### config.mk
export PLATFORM = sky130hd
export DESIGN_NAME = pcpsb_ctrl
export DESIGN_NICKNAME = d
export VERILOG_FILES = /design/src/hdl/pcpsb_pkg.sv /design/src/hdl/pcpsb_ctrl.sv
export SDC_FILE = /design/constraint.sdc
export NUM_CORES = 1
export LEC_CHECK = 0
export BUFFER_PORTS_ARGS = -buffer_cell sky130_fd_sc_hd__buf_2
export CELL_PAD_IN_SITES_DETAIL_PLACEMENT = 1
export CELL_PAD_IN_SITES_GLOBAL_PLACEMENT = 1
export CORE_MARGIN = 4
export CORE_UTILIZATION = 25
export DETAILED_ROUTE_END_ITERATION = 12
export PLACE_DENSITY_LB_ADDON = 0.15
export SLEW_MARGIN = 20
export SYNTH_ARGS = -nofsm -noshare
export SYNTH_HDL_FRONTEND = slang
export SYNTH_SLANG_ARGS = --single-unit
export TNS_END_PERCENT = 50
### constraint.sdc
create_clock -name clk -period 0.93 [get_ports clk]
set_input_delay 0.186 -clock clk [delete_from_list [all_inputs] [get_ports clk]]
set_output_delay 0.186 -clock clk [all_outputs]
set_load 0.1 [all_outputs]
### src/hdl/pcpsb_pkg.sv
// Package: shared types and constants of the polar scan binner.
`timescale 1ns / 1ps
package pcpsb_pkg;

	localparam int CordicSteps = 16;
	localparam int PreShift = 12;
	localparam logic [15:0] NoReturn = 16'hFFFF;

	typedef enum logic [1:0] {
		MODE_POINT = 2'd0,
		MODE_READ  = 2'd1,
		MODE_FRAME = 2'd2,
		MODE_NONE  = 2'd3
	} mode_t;

	typedef enum logic [2:0] {
		REG_Z_LOW   = 3'd0,
		REG_Z_HIGH  = 3'd1,
		REG_NEAR    = 3'd2,
		REG_FAR     = 3'd3,
		REG_REFLECT = 3'd4,
		REG_TAG     = 3'd5,
		REG_DECIM   = 3'd6
	} reg_index_t;

	typedef enum logic [2:0] {
		ST_IDLE,
		ST_CHECK,
		ST_ITER,
		ST_FETCH,
		ST_READ,
		ST_UPDATE,
		ST_OUT,
		ST_CLEAR
	} state_t;

	// controller to datapath
	typedef struct packed {
		logic load;     // capture the input word
		logic point;    // point word taken, advance decimation
		logic check;    // evaluate filters, prepare cordic/sqrt
		logic iter;     // one cordic step and one or two sqrt steps
		logic rd;       // issue memory read
		logic update;   // write bin if nearer
		logic rd_clear; // clear the bin that was read
		logic out_load; // load output register
		logic frame;    // frame start
		logic clear;    // clearing pass write
	} ctrl_t;

	// datapath to controller
	typedef struct packed {
		logic consider_ok; // point passed decimation and filters
		logic iter_done;
		logic clear_done;
	} stat_t;

	function automatic logic [31:0] atan_entry(input logic [3:0] i);
		case (i)
			4'd0:  atan_entry = 32'd536870912;
			4'd1:  atan_entry = 32'd316933406;
			4'd2:  atan_entry = 32'd167458907;
			4'd3:  atan_entry = 32'd85004756;
			4'd4:  atan_entry = 32'd42667331;
			4'd5:  atan_entry = 32'd21354465;
			4'd6:  atan_entry = 32'd10679838;
			4'd7:  atan_entry = 32'd5340245;
			4'd8:  atan_entry = 32'd2670163;
			4'd9:  atan_entry = 32'd1335087;
			4'd10: atan_entry = 32'd667544;
			4'd11: atan_entry = 32'd333772;
			4'd12: atan_entry = 32'd166886;
			4'd13: atan_entry = 32'd83443;
			4'd14: atan_entry = 32'd41722;
			default: atan_entry = 32'd20861;
		endcase
	endfunction

endpackage

### src/hdl/pcpsb_ctrl.sv
// Controller: sequences one word at a time through the datapath.
`timescale 1ns / 1ps
module pcpsb_ctrl (
	input  logic             clk,
	input  logic             arst_n,
	input  logic             in_valid,
	output logic             in_ready,
	input  logic [1:0]       in_mode,
	output logic             out_valid,
	input  logic             out_ready,
	input  pcpsb_pkg::stat_t stat,
	output pcpsb_pkg::ctrl_t ctrl
);
	import pcpsb_pkg::*;

	state_t state_q, state_next;
	logic   out_valid_q;
	logic   accept;

	assign accept = in_valid && in_ready;
	assign out_valid = out_valid_q;

	always_comb begin
		state_next = state_q;
		case (state_q)
			ST_CLEAR: if (stat.clear_done) state_next = ST_IDLE;
			ST_IDLE: begin
				if (accept) begin
					case (in_mode)
						MODE_POINT: state_next = ST_CHECK;
						MODE_READ:  state_next = ST_READ;
						default:    state_next = ST_IDLE;
					endcase
				end
			end
			ST_CHECK: state_next = stat.consider_ok ? ST_ITER : ST_IDLE;
			ST_ITER:  if (stat.iter_done) state_next = ST_FETCH;
			ST_FETCH: state_next = ST_UPDATE;
			ST_UPDATE: state_next = ST_IDLE;
			ST_READ:  state_next = ST_OUT;
			ST_OUT:   state_next = ST_IDLE;
			default:  state_next = ST_IDLE;
		endcase
	end

	always_comb begin
		ctrl = '0;
		in_ready = 1'b0;
		case (state_q)
			ST_CLEAR: ctrl.clear = 1'b1;
			ST_IDLE: begin
				// a pending result holds off every word
				in_ready = !(out_valid_q && !out_ready);
				ctrl.load = accept;
				ctrl.point = accept && (in_mode == MODE_POINT);
				ctrl.frame = accept && (in_mode == MODE_FRAME);
				ctrl.rd = accept && (in_mode == MODE_READ);
			end
			ST_CHECK:  ctrl.check = 1'b1;
			ST_ITER:   ctrl.iter = 1'b1;
			ST_FETCH:  ctrl.rd = 1'b1;
			ST_UPDATE: ctrl.update = 1'b1;
			ST_READ:   ctrl.rd_clear = 1'b1;
			ST_OUT:    ctrl.out_load = 1'b1;
			default:   ctrl = '0;
		endcase
	end

	always_ff @(posedge clk or negedge arst_n) begin
		if (!arst_n) begin
			state_q <= ST_CLEAR;
			out_valid_q <= 1'b0;
		end else begin
			state_q <= state_next;
			if (ctrl.out_load)
				out_valid_q <= 1'b1;
			else if (out_ready)
				out_valid_q <= 1'b0;
		end
	end

endmodule

After elaboration in Yosys (flattened, before gate mapping)
Index checks and enable logic that the tools add are counted.
- register bits after elaboration: 4
- input port bits: 9
- memory bits (read-only): 0
- bits in latches: 0
- memory bits (writable): 0
- memories: 0
- output and inout bits: 12
- reduce and logical (&&, ||, !) cells: 12
- shift-type cells: 0
- div/mod/pow operators: 0
- equal/unequal tests: 12
- bitwise gates (word level): 0
- mux-type cells: 18
- add/subtract/negate cells: 0
- $lt $le $gt $ge: 0
- multipliers: 0
- operator list (operator ; count):
    $pmux W3 S7 ; 1
    $eq A3 B3 Y1 const B ; 4
    $mux W1 ; 10
    $mux W3 ; 3
    $eq A3 B2 Y1 const B ; 2
    $ne A2 B2 Y1 const B ; 3
    $pmux W3 S2 ; 1
    $logic_and A1 B1 Y1 ; 5
    $mux W2 ; 2
    $eq A3 B1 Y1 const B ; 1
    $logic_not A3 Y1 ; 1
    $reduce_and A3 Y1 ; 1
    $eq A2 B1 Y1 const B ; 1
    $eq A2 B2 Y1 const B ; 1
    $logic_not A1 Y1 ; 2
    $logic_not A2 Y1 ; 1
    $pmux W1 S2 ; 1
    $reduce_bool A2 Y1 ; 1
    $reduce_or A2 Y1 ; 1

Longest topological paths before layout
Gate-level depths: netlist (run 1).
- depth in word-level cells: 7
- mapped depth: 4
- depth with buffers taken out: 3

Worst setup path before layout (run 1)
OpenSTA, ideal clock, no wires.
- path kind: register -> output
- start point: reg out_valid_q, in the netlist out_valid
- end point: out ctrl[1] (netlist bit)
- path buffers: 0
- slack: -3227 ps
- data arrival time: 3971 ps
- required time: 744 ps
- cell stages (with the launch flop): 4
- path through: dfrtp_1 -> nand2b_1 -> nand2_1 -> nor4_1
- RTL lines (what ; line ; RTL):
    from (decl) ; pcpsb_ctrl.sv:17 ; logic out_valid_q;
    from (signal assigned) ; pcpsb_ctrl.sv:72 ; out_valid_q <= 1'b0;
    from (signal assigned) ; pcpsb_ctrl.sv:76 ; out_valid_q <= 1'b1;
    from (signal assigned) ; pcpsb_ctrl.sv:78 ; out_valid_q <= 1'b0;
    to (decl) ; pcpsb_ctrl.sv:12 ; output pcpsb_pkg::ctrl_t ctrl

==> results.yml, run 1 <==
drt:
  routed-wl-met2_um: 947
  drt.antenna.violating_nets: 0
  vias: 478
  wl_met1_um: 718
  drt_iter0_markers: 4
  drt_wl_total_um: 1710
  drt-pass1-iter-count: 4
  drt-vias-per-instance: 4.88
  route.detailed.wl_per_inst_um: 17.5
  top_layer_used: "met3"
  routed-wl-met3_um: 48
  detail_route.drc_violations: 0
sta:
  max_slew_violation_total_from_the_final_report: 0
  setup-tns-final_ns: -8.23
  tightestPinTransition_ns: 0.294
  layout_worst_path_cycle_share: 1.73
  grt_setup_unrepaired: "yes"
  timing_hold_violations_final: 0
  fmax_ghz: 0.620
  setup-violations-final: 16
  post-route-min-period_ns: 1.61
  fin_worst_skew_ns: 0.0128
  fin_worst_hold_slack_ns: 0.263
  setup_ws_ns: -0.682
  maxSlewHeadroom: 0.803
global_route:
  global_route.overflow_total: 0
  gr-usage-all-layers: 0.188
  first_pass_grt_wire_length_um: 2740
  grt_max_degree: 7
  grt_pass1_vias: 557
  grt_antenna_before_repair: 0
clock_network:
  cts.root.buffer_cell: "sky130_fd_sc_hd__clkbuf_4"
  clock-sinks: 4
  clk_latency_ns: 0.24
  cts_inserted_buffers: 3
  cts_max_level: 1
  cts_tree: "done"
  ctsLongestPathBuffers: 2
  post_cts_clock_slew_at_the_launch_and_capture_registers_of_the_worst_setup_and_hold_paths_ns: 0.05
floorplanning:
  die_height_um: 46.0
  standard_cell_core_area_um2: 1330
  dieWidth_um: 46.0
  io_pins: 21
  die_area_um2: 2110
  row_count: 13
  initial_core_util: 0.270
flow_run:
  maxCapViolations: 0
yosys:
  synth_area_per_cell_um2: 8.38
  synth.most_common_cell: "sky130_fd_sc_hd__nand2_1"
  cell_taking_the_most_area_after_synthesis: "sky130_fd_sc_hd__dfstp_2"
  synthesis.yosys.warnings: 0
  synthDistinctLibCells: 25
  post_synth_inst_count: 43
  synth_top_cell_area_share: 0.219
  yosysSeqAreaShare: 0.288
  ys_async_sr_fraction: 1.00
  synth-edff-count: 0
  synth_ff_type: "sky130_fd_sc_hd__dfstp_2"
  mappedNetlistNets: 52
  synth-seq-cells: 4
  synth.top_cells.by_count: "sky130_fd_sc_hd__nand2_1 (8), sky130_fd_sc_hd__nor2_1 (5), sky130_fd_sc_hd__buf_6 (3), sky130_fd_sc_hd__dfstp_2 (3)"
  yosys-top-cells-area: "sky130_fd_sc_hd__dfstp_2 (22%), sky130_fd_sc_hd__buf_6 (9.4%), sky130_fd_sc_hd__nand2_1 (8.3%), sky130_fd_sc_hd__dfrtp_1 (6.9%), sky130_fd_sc_hd__nor2_1 (5.2%)"
  synth_area_um2: 360
place:
  place_hpwl_um: 1010
  gpl.final_weighted_congestion: 0.665
  place.port_buffers: 20
finish:
  fin_nets: 93
  regArea_um2: 108
  layout_area_growth_over_synthesis_pct: 162
  share_of_layout_cells_above_drive_strength_1: 0.819
  layout.filler_cells: 138
  insertedDiodeCount: 0
  multi_input_gate_area_um2: 330
run_status:
  status: "finished with violations"
  failed_checks: "setup timing"
worst_setup_path:
  reg2regPathDepth: 4
  rr_startpoint: "state_q[1]"
  crit-reg2reg-capture: "state_q[1]"
  r2r_setup_slack_ns: -0.35
  crit_type: "reg -> out"
  critical_path.endpoint_type: "output port"
  crit_required_ns: 0.74
  critPathCapture: "ctrl[5]"
  critical_path_peak_fanout: 4
  critical_path.startpoint: "out_valid"
  start_kind: "register"
  cp_data_arrival_time_ns: 1.43
min_path:
  hold_path.class: "in -> reg"
  min_path_cells: 3
per-layer routing:
metal | track usage | vias up
met3 | 0.0198 | 0
met5 | 0 | -
met2 | 0.332 | 11
li1 | - | 224
met1 | 0.229 | 243
met4 | 0.0682 | 0
through the flow:
step	instance area, um2	worst slack, ns	instances	utilization
4_1_cts	930	-0.670	97	0.697
3_3_place_gp	822	-0.400	88	0.616
5_1_grt	946	-0.737	98	0.709
3_5_place_dp	822	-0.441	88	0.616
6_report	946	-0.682	98	0.709
2_1_floorplan	447	-1.18	43	-
worst max-delay path: stages, from the launching register on:
cell,delay (ns)
sky130_fd_sc_hd__dfrtp_4,0.49
sky130_fd_sc_hd__nand2b_4,0.10
sky130_fd_sc_hd__nand4_1,0.20
sky130_fd_sc_hd__a21oi_4,0.20
sky130_fd_sc_hd__buf_12,0.18
placed cells by master (no fill, tap or decap), types with 3 or more instances in the layout:
cell type,count
sky130_fd_sc_hd__dfstp_2,3
sky130_fd_sc_hd__buf_6,3
sky130_fd_sc_hd__nand2_1,4
sky130_fd_sc_hd__nor2_4,4
sky130_fd_sc_hd__buf_4,14
sky130_fd_sc_hd__nand2_2,3
sky130_fd_sc_hd__buf_2,8
sky130_fd_sc_hd__clkbuf_4,3
sky130_fd_sc_hd__buf_12,13
flip-flops by register name, summed over array words and instances (netlist names):
name	count
out_valid	1
state_q	3
how the worst min path moves through the flow:
stage / slack [ns] / to / from
floorplan: -0.11 / out_valid / arst_n
global placement: -0.007 / out_valid / arst_n
detailed placement: -0.008 / out_valid / arst_n
CTS: 0.24 / state_q[1] / stat[2]
global route: 0.28 / state_q[1] / stat[2]
finish: 0.26 / state_q[1] / stat[2]
final cells by class:
class	count	share of cell area
inverters	3	0.0146
flip-flops and latches	4	0.114
repair buffers	39	0.475
multi-input cells	33	0.349
clock buffers	4	0.0278
well taps	15	0.0198
cells by family (layout without fill, tap and decap cells):
family,after synthesis,in the layout,synth area share
AO/OA/AOI/OAI,5,5,0.118
XOR/XNOR,1,1,0.0452
buffers and inverters,6,46,0.132
flip-flops,4,4,0.288
AND/OR/NAND/NOR,27,27,0.417
timing repair:
action	4_1_cts	5_1_grt
hold endpoints to repair	4	0
hold buffers	1	0
setup buffers	4	1
gates resized for setup	10	3
endpoints found under the setup margin	16	16
pin swaps	4	2
Power of run 1 is left out: the tool's default activity adds up to more than one toggle a clock period on the data nets, which glitch-free logic cannot reach.
==> inputs of run 2 (changes only) <==
SETUP_SLACK_MARGIN = 0.5   (was unset)
==> run 2 against run 1 <==
The run ends with hold timing, setup timing left. Global-route usage fell by 0.17 points. Final cell count fell by 1.0%. Die area did not move. Critical endpoint unchanged. Highest routed layer unchanged. Clock-buffer cell count did not move. Final area fell by 1.1%. Critical path type unchanged. Non-clock buffer count fell by 1. Sequential cell count did not move. Largest cell class unchanged.
==> results.yml, run 2 (synthesis results as in run 1) <==
sta:
  tightestPinTransition_ns: 0.269
  maxSlewHeadroom: 0.819
  setup-tns-final_ns: -8.27
  grt_setup_unrepaired: "yes"
  fmax_ghz: 0.622
  fin_worst_hold_slack_ns: -0.263
  setup_ws_ns: -0.679
  post-route-min-period_ns: 1.61
  timing_hold_violations_final: 4
  layout_worst_path_cycle_share: 1.73
  setup-violations-final: 16
  fin_worst_skew_ns: 0.0134
  max_slew_violation_total_from_the_final_report: 0
worst_setup_path:
  critPathBufInv: 1
  timing.critical_path.max_delay_family: "flip-flops"
  crit_type: "reg -> out"
  max_stage_delay_ns: 0.48
  cp_data_arrival_time_ns: 1.42
  critical_path_peak_fanout: 4
  crit_path_top_delay_cell: "sky130_fd_sc_hd__dfrtp_4"
  cp_cell_sequence: "nand2b_4 -> nand4_1 -> a21oi_4 -> buf_12"
  start_kind: "register"
  critical_path.endpoint_type: "output port"
  crit_required_ns: 0.74
finish:
  fin_nets: 92
  largest_register_ff_count: 3
  layout.cells.non_filler: 97
  layout.cells.most_common: "sky130_fd_sc_hd__buf_4"
  commonest_non_fill_non_tap_cells_in_the_layout: "sky130_fd_sc_hd__buf_4 (14), sky130_fd_sc_hd__buf_12 (13), sky130_fd_sc_hd__buf_2 (8)"
  largest-register: "state_q"
  insertedDiodeCount: 0
  share_of_layout_cells_above_drive_strength_1: 0.829
  layout_area_growth_over_synthesis_pct: 160
global_route:
  grt_antenna_before_repair: 0
  global_route.overflow_total: 0
  first_pass_grt_wire_length_um: 2790
  grt_pass1_vias: 571
  grt_max_degree: 7
  gr-usage-all-layers: 0.186
drt:
  detail_route.drc_violations: 0
  route.detailed.wl_per_inst_um: 17.1
  vias: 467
  drt_iter0_markers: 4
  drt.antenna.violating_nets: 0
  drt-pass1-iter-count: 2
  drt_wl_total_um: 1660
  drt-vias-per-instance: 4.81
clock_network:
  clock-sinks: 4
  post_cts_clock_slew_at_the_launch_and_capture_registers_of_the_worst_setup_and_hold_paths_ns: 0.05
  ctsLongestPathBuffers: 2
  cts_tree: "done"
  cts_inserted_buffers: 3
  cts_max_level: 1
  clk_latency_ns: 0.24
  cts.root.buffer_cell: "sky130_fd_sc_hd__clkbuf_4"
flow_run:
  maxCapViolations: 0
min_path:
  hold_path.class: "in -> async"
run_status:
  status: "finished with violations"
  failed_checks: "hold timing, setup timing"
floorplanning:
  io_pins: 21
  initial_core_util: 0.270
  standard_cell_core_area_um2: 1330
  die_height_um: 46.0
  dieWidth_um: 46.0
  die_area_um2: 2110
  row_count: 13
place:
  place.detailed.instances: 88
  place.port_buffers: 20
  place_hpwl_um: 1010
  gpl.final_weighted_congestion: 0.665
==> run 2: cell types whose count changed in the layout (fill, tap and decap cells not counted), sizes merged <==
cell | before | now
dlygate4sd3 | 1 | 0
==> run 2: per-layer routing <==
layer / routed length [um] / global-route usage / part of all wire / up-vias
li1: - / - / - / 221
met1: 659 / 0.224 / 0.40 / 233
met2: 942 / 0.341 / 0.57 / 13
met3: 58 / 0.0198 / 0.035 / 0
met4: 0 / 0.0511 / 0 / 0
met5: 0 / 0 / 0 / -
==> run 2: area by class of cell <==
type | instances | area (um2)
Fill cell | 128 | 398
Tap cell | 15 | 18.8
Timing Repair Buffer | 38 | 439
Multi-Input combinational cell | 33 | 330
Sequential cell | 4 | 108
Inverter | 3 | 13.8
Clock buffer | 4 | 26.3
==> run 2: what timing repair did <==
action                                  4_1_cts  5_1_grt
endpoints found under the hold margin         4        4
endpoints found under the setup margin       16       16
setup buffers                                 4        1
resized for setup                            10        3
pin swaps                                     4        3
==> run 2: stage by stage <==
step	hold slack (ns)	util	worst slack, ns	instance area [um2]
6_report	-0.263	0.702	-0.679	936
5_1_grt	-0.271	0.702	-0.738	936
4_1_cts	-0.267	0.689	-0.670	920
3_5_place_dp	-0.00793	0.616	-0.441	822
3_3_place_gp	-0.00656	0.616	-0.400	822
2_1_floorplan	-0.110	-	-1.18	447
==> run 2: path summary, 6_finish.rpt <==
kind                       slack (ns)  startpoint    endpoint  cells past startpoint
max                             -0.68   out_valid     ctrl[5]                      4
min                             -0.26      arst_n   out_valid                      1
min reg2reg                      0.72  state_q[2]   out_valid                      3
max reg2reg                     -0.46  state_q[1]  state_q[2]                      6
max in group asynchronous        0.98      arst_n  state_q[2]                      1
min in group clk                 0.26     stat[2]  state_q[1]                      3
Power of run 2 is left out for the same reason.
==> inputs of run 3 (changes only) <==
CORE_ASPECT_RATIO = 0.9   (was unset)
==> run 3 against run 2 <==
The run now fails in global routing. Synthesized area did not move. Synthesized cell count did not move.
==> results.yml, run 3 <==
clock_network:
  cts_max_level: 1
  ctsLongestPathBuffers: 2
  cts.root.buffer_cell: "sky130_fd_sc_hd__clkbuf_4"
  clock-sinks: 4
  cts_inserted_buffers: 3
yosys:
  synth-seq-cells: 4
  synth_top_cell_area_share: 0.219
  synth_ff_type: "sky130_fd_sc_hd__dfstp_2"
  synth_area_per_cell_um2: 8.38
  ys_async_sr_fraction: 1.00
  synth_area_um2: 360
  synth.top_cells.by_count: "sky130_fd_sc_hd__nand2_1 (8), sky130_fd_sc_hd__nor2_1 (5), sky130_fd_sc_hd__buf_6 (3), sky130_fd_sc_hd__dfstp_2 (3)"
  yosys-top-cells-area: "sky130_fd_sc_hd__dfstp_2 (22%), sky130_fd_sc_hd__buf_6 (9.4%), sky130_fd_sc_hd__nand2_1 (8.3%), sky130_fd_sc_hd__dfrtp_1 (6.9%), sky130_fd_sc_hd__nor2_1 (5.2%)"
  post_synth_inst_count: 43
  synth-edff-count: 0
  synth.most_common_cell: "sky130_fd_sc_hd__nand2_1"
  synthesis.yosys.warnings: 0
  synthDistinctLibCells: 25
  mappedNetlistNets: 52
  yosysSeqAreaShare: 0.288
  cell_taking_the_most_area_after_synthesis: "sky130_fd_sc_hd__dfstp_2"
place:
  gpl.final_weighted_congestion: 0.757
  place.port_buffers: 20
  place.detailed.instances: 88
  place_hpwl_um: 1090
floorplanning:
  die_height_um: 44.0
  dieWidth_um: 48.0
  row_count: 12
  initial_core_util: 0.279
  io_pins: 21
run_status:
  error_message: "[ERROR DPL-0033] detailed placement checks failed during check placement."
  status: "stopped before the end"
  failed_stage: "global routing"
sta:
  worstEndpointType: "output port"
  repair-timing-grt-worst-ep: "ctrl[5]"
global_route:
  grt_antenna_before_repair: 0
  grt_max_degree: 8
## run 3: cell counts after synthesis
No cell type changed its count.
## run 3: kinds of logic after synthesis
kind of cell	Yosys count	synth area share
buffers and inverters	6	0.132
XOR/XNOR	1	0.0452
AO/OA/AOI/OAI	5	0.118
AND/OR/NAND/NOR	27	0.417
flip-flops	4	0.288
## run 3: stage by stage
step                instance area, um2  setup WS, ns
floorplan                          447         -1.18
detailed placement                 816        -0.431
CTS                                956        -0.660
global placement                   816        -0.411
## run 3: timing repair
item                                    4_1_cts
endpoints found under the setup margin       16
gates cloned                                  0
resized for setup                            14
setup buffers                                 8
endpoints found under the hold margin         4
pin swaps                                     8
==> inputs of run 4 (changes only) <==
CELL_PAD_IN_SITES_DETAIL_PLACEMENT = unset   (was 1)
CELL_PAD_IN_SITES_GLOBAL_PLACEMENT = unset   (was 1)
CORE_AREA = 4 4 65 67   (was unset)
CORE_ASPECT_RATIO = unset   (was 0.9)
CORE_MARGIN = unset   (was 4)
CORE_UTILIZATION = unset   (was 25)
DIE_AREA = 0 0 69 71   (was unset)
SETUP_SLACK_MARGIN = unset   (was 0.5)
clock period = 1.2 ns   (was 0.93 ns; I/O delays follow)
==> run 4 against run 3 <==
The flow now finishes, with violations (setup timing).
==> results.yml, run 4 (synthesis results as in run 1) <==
finish:
  largest_register_ff_count: 3
  fin_nets: 92
  layout.filler_cells: 409
  share_of_layout_cells_above_drive_strength_1: 0.793
  regArea_um2: 108
  commonest_non_fill_non_tap_cells_in_the_layout: "sky130_fd_sc_hd__buf_4 (15), sky130_fd_sc_hd__buf_12 (12), sky130_fd_sc_hd__buf_2 (8)"
  postLayoutCellArea_um2: 956
  multi_input_gate_area_um2: 304
  largest-register: "state_q"
  insertedDiodeCount: 0
  layout.cells.most_common: "sky130_fd_sc_hd__buf_4"
  layout_area_growth_over_synthesis_pct: 165
place:
  place.port_buffers: 20
  place_hpwl_um: 1010
  placed_cell_area_um2: 831
  gpl.final_weighted_congestion: 0.621
  worst_slack_at_placement_ns: -0.200
drt:
  drt-vias-per-instance: 3.25
  drt_wl_total_um: 1230
  vias: 423
  detail_route.drc_violations: 0
  drt_iter0_markers: 0
  route.detailed.wl_per_inst_um: 9.46
  drt.antenna.violating_nets: 0
  drt-pass1-iter-count: 1
global_route:
  global_route.overflow_total: 0
  grt_antenna_before_repair: 0
  grt_max_degree: 9
  gr-usage-all-layers: 0.0539
  first_pass_grt_wire_length_um: 2070
  grt_pass1_vias: 459
clock_network:
  cts_max_level: 1
  clk_latency_ns: 0.22
  post_cts_clock_slew_at_the_launch_and_capture_registers_of_the_worst_setup_and_hold_paths_ns: 0.04
  clock-sinks: 4
  cts_inserted_buffers: 3
  cts.root.buffer_cell: "sky130_fd_sc_hd__clkbuf_8"
  cts_tree: "done"
  ctsLongestPathBuffers: 2
sta:
  post-route-min-period_ns: 1.60
  tightestPinTransition_ns: 0.256
  setup-tns-final_ns: -3.83
  setup_ws_ns: -0.401
  maxSlewHeadroom: 0.828
  max_slew_violation_total_from_the_final_report: 0
  timing_hold_violations_final: 0
  fmax_ghz: 0.625
  fin_worst_skew_ns: 0.00498
  setup-violations-final: 13
  grt_setup_unrepaired: "yes"
  layout_worst_path_cycle_share: 1.33
floorplanning:
  row_count: 22
  die_height_um: 71
  standard_cell_core_area_um2: 3630
  initial_core_util: 0.0992
  io_pins: 21
  die_area_um2: 4900
  dieWidth_um: 69
run_status:
  status: "finished with violations"
  failed_checks: "setup timing"
worst_setup_path:
  critical_path.endpoint_type: "output port"
  start_kind: "register"
  crit_required_ns: 0.96
  crit_type: "reg -> out"
  cp_data_arrival_time_ns: 1.36
  critical_path_peak_fanout: 6
flow_run:
  maxCapViolations: 0
min_path:
  hold_path.class: "in -> reg"
run 4: worst max-delay path, stage by stage, from the launching register on:
cell and delay [ns]:
sky130_fd_sc_hd__dfstp_2 0.40, sky130_fd_sc_hd__nor2_4 0.15, sky130_fd_sc_hd__nand2_4 0.10, sky130_fd_sc_hd__nor4_4 0.27
sky130_fd_sc_hd__buf_12 0.21
run 4: metal layers:
layer  wire length (um)  global-route usage
met5                  0                   0
met4                 21              0.0325
met3                 33              0.0156
met2                667              0.0953
met1                507              0.0564
run 4: stage by stage:
step,utilization,std cells,hold slack (ns)
final,0.263,130,0.321
after global routing,0.263,130,0.322
after CTS,0.256,128,0.321
after detailed placement,0.229,121,0.0528
after global placement,0.229,121,0.0576
after floorplan,-,43,-0.0556
run 4: final cells by class:
type / instances / share of cell area
Sequential cell: 4 / 0.113
Multi-Input combinational cell: 33 / 0.318
Inverter: 3 / 0.0144
Timing Repair Buffer: 38 / 0.445
Tap cell: 48 / 0.0628
Clock buffer: 4 / 0.0471
run 4: final timing paths:
check	startpoint	slack [ns]	to	cells past startpoint
min in group asynchronous	arst_n	0.36	out_valid	2
hold / removal	stat[2]	0.32	state_q[1]	3
hold reg to reg	state_q[2]	0.64	out_valid	2
max in group asynchronous	arst_n	0.63	state_q[2]	2
setup reg to reg	state_q[1]	-0.06	state_q[1]	5
setup / recovery	state_q[1]	-0.40	ctrl[1]	4
run 4: what timing repair did:
item,CTS,global route
endpoints found under the hold margin,1,0
hold buffers,1,0
endpoints found under the setup margin,13,15
pin swaps,3,6
setup buffers,2,2
cloned,0,0
resized for setup,7,3
Power of run 4 is left out for the same reason.
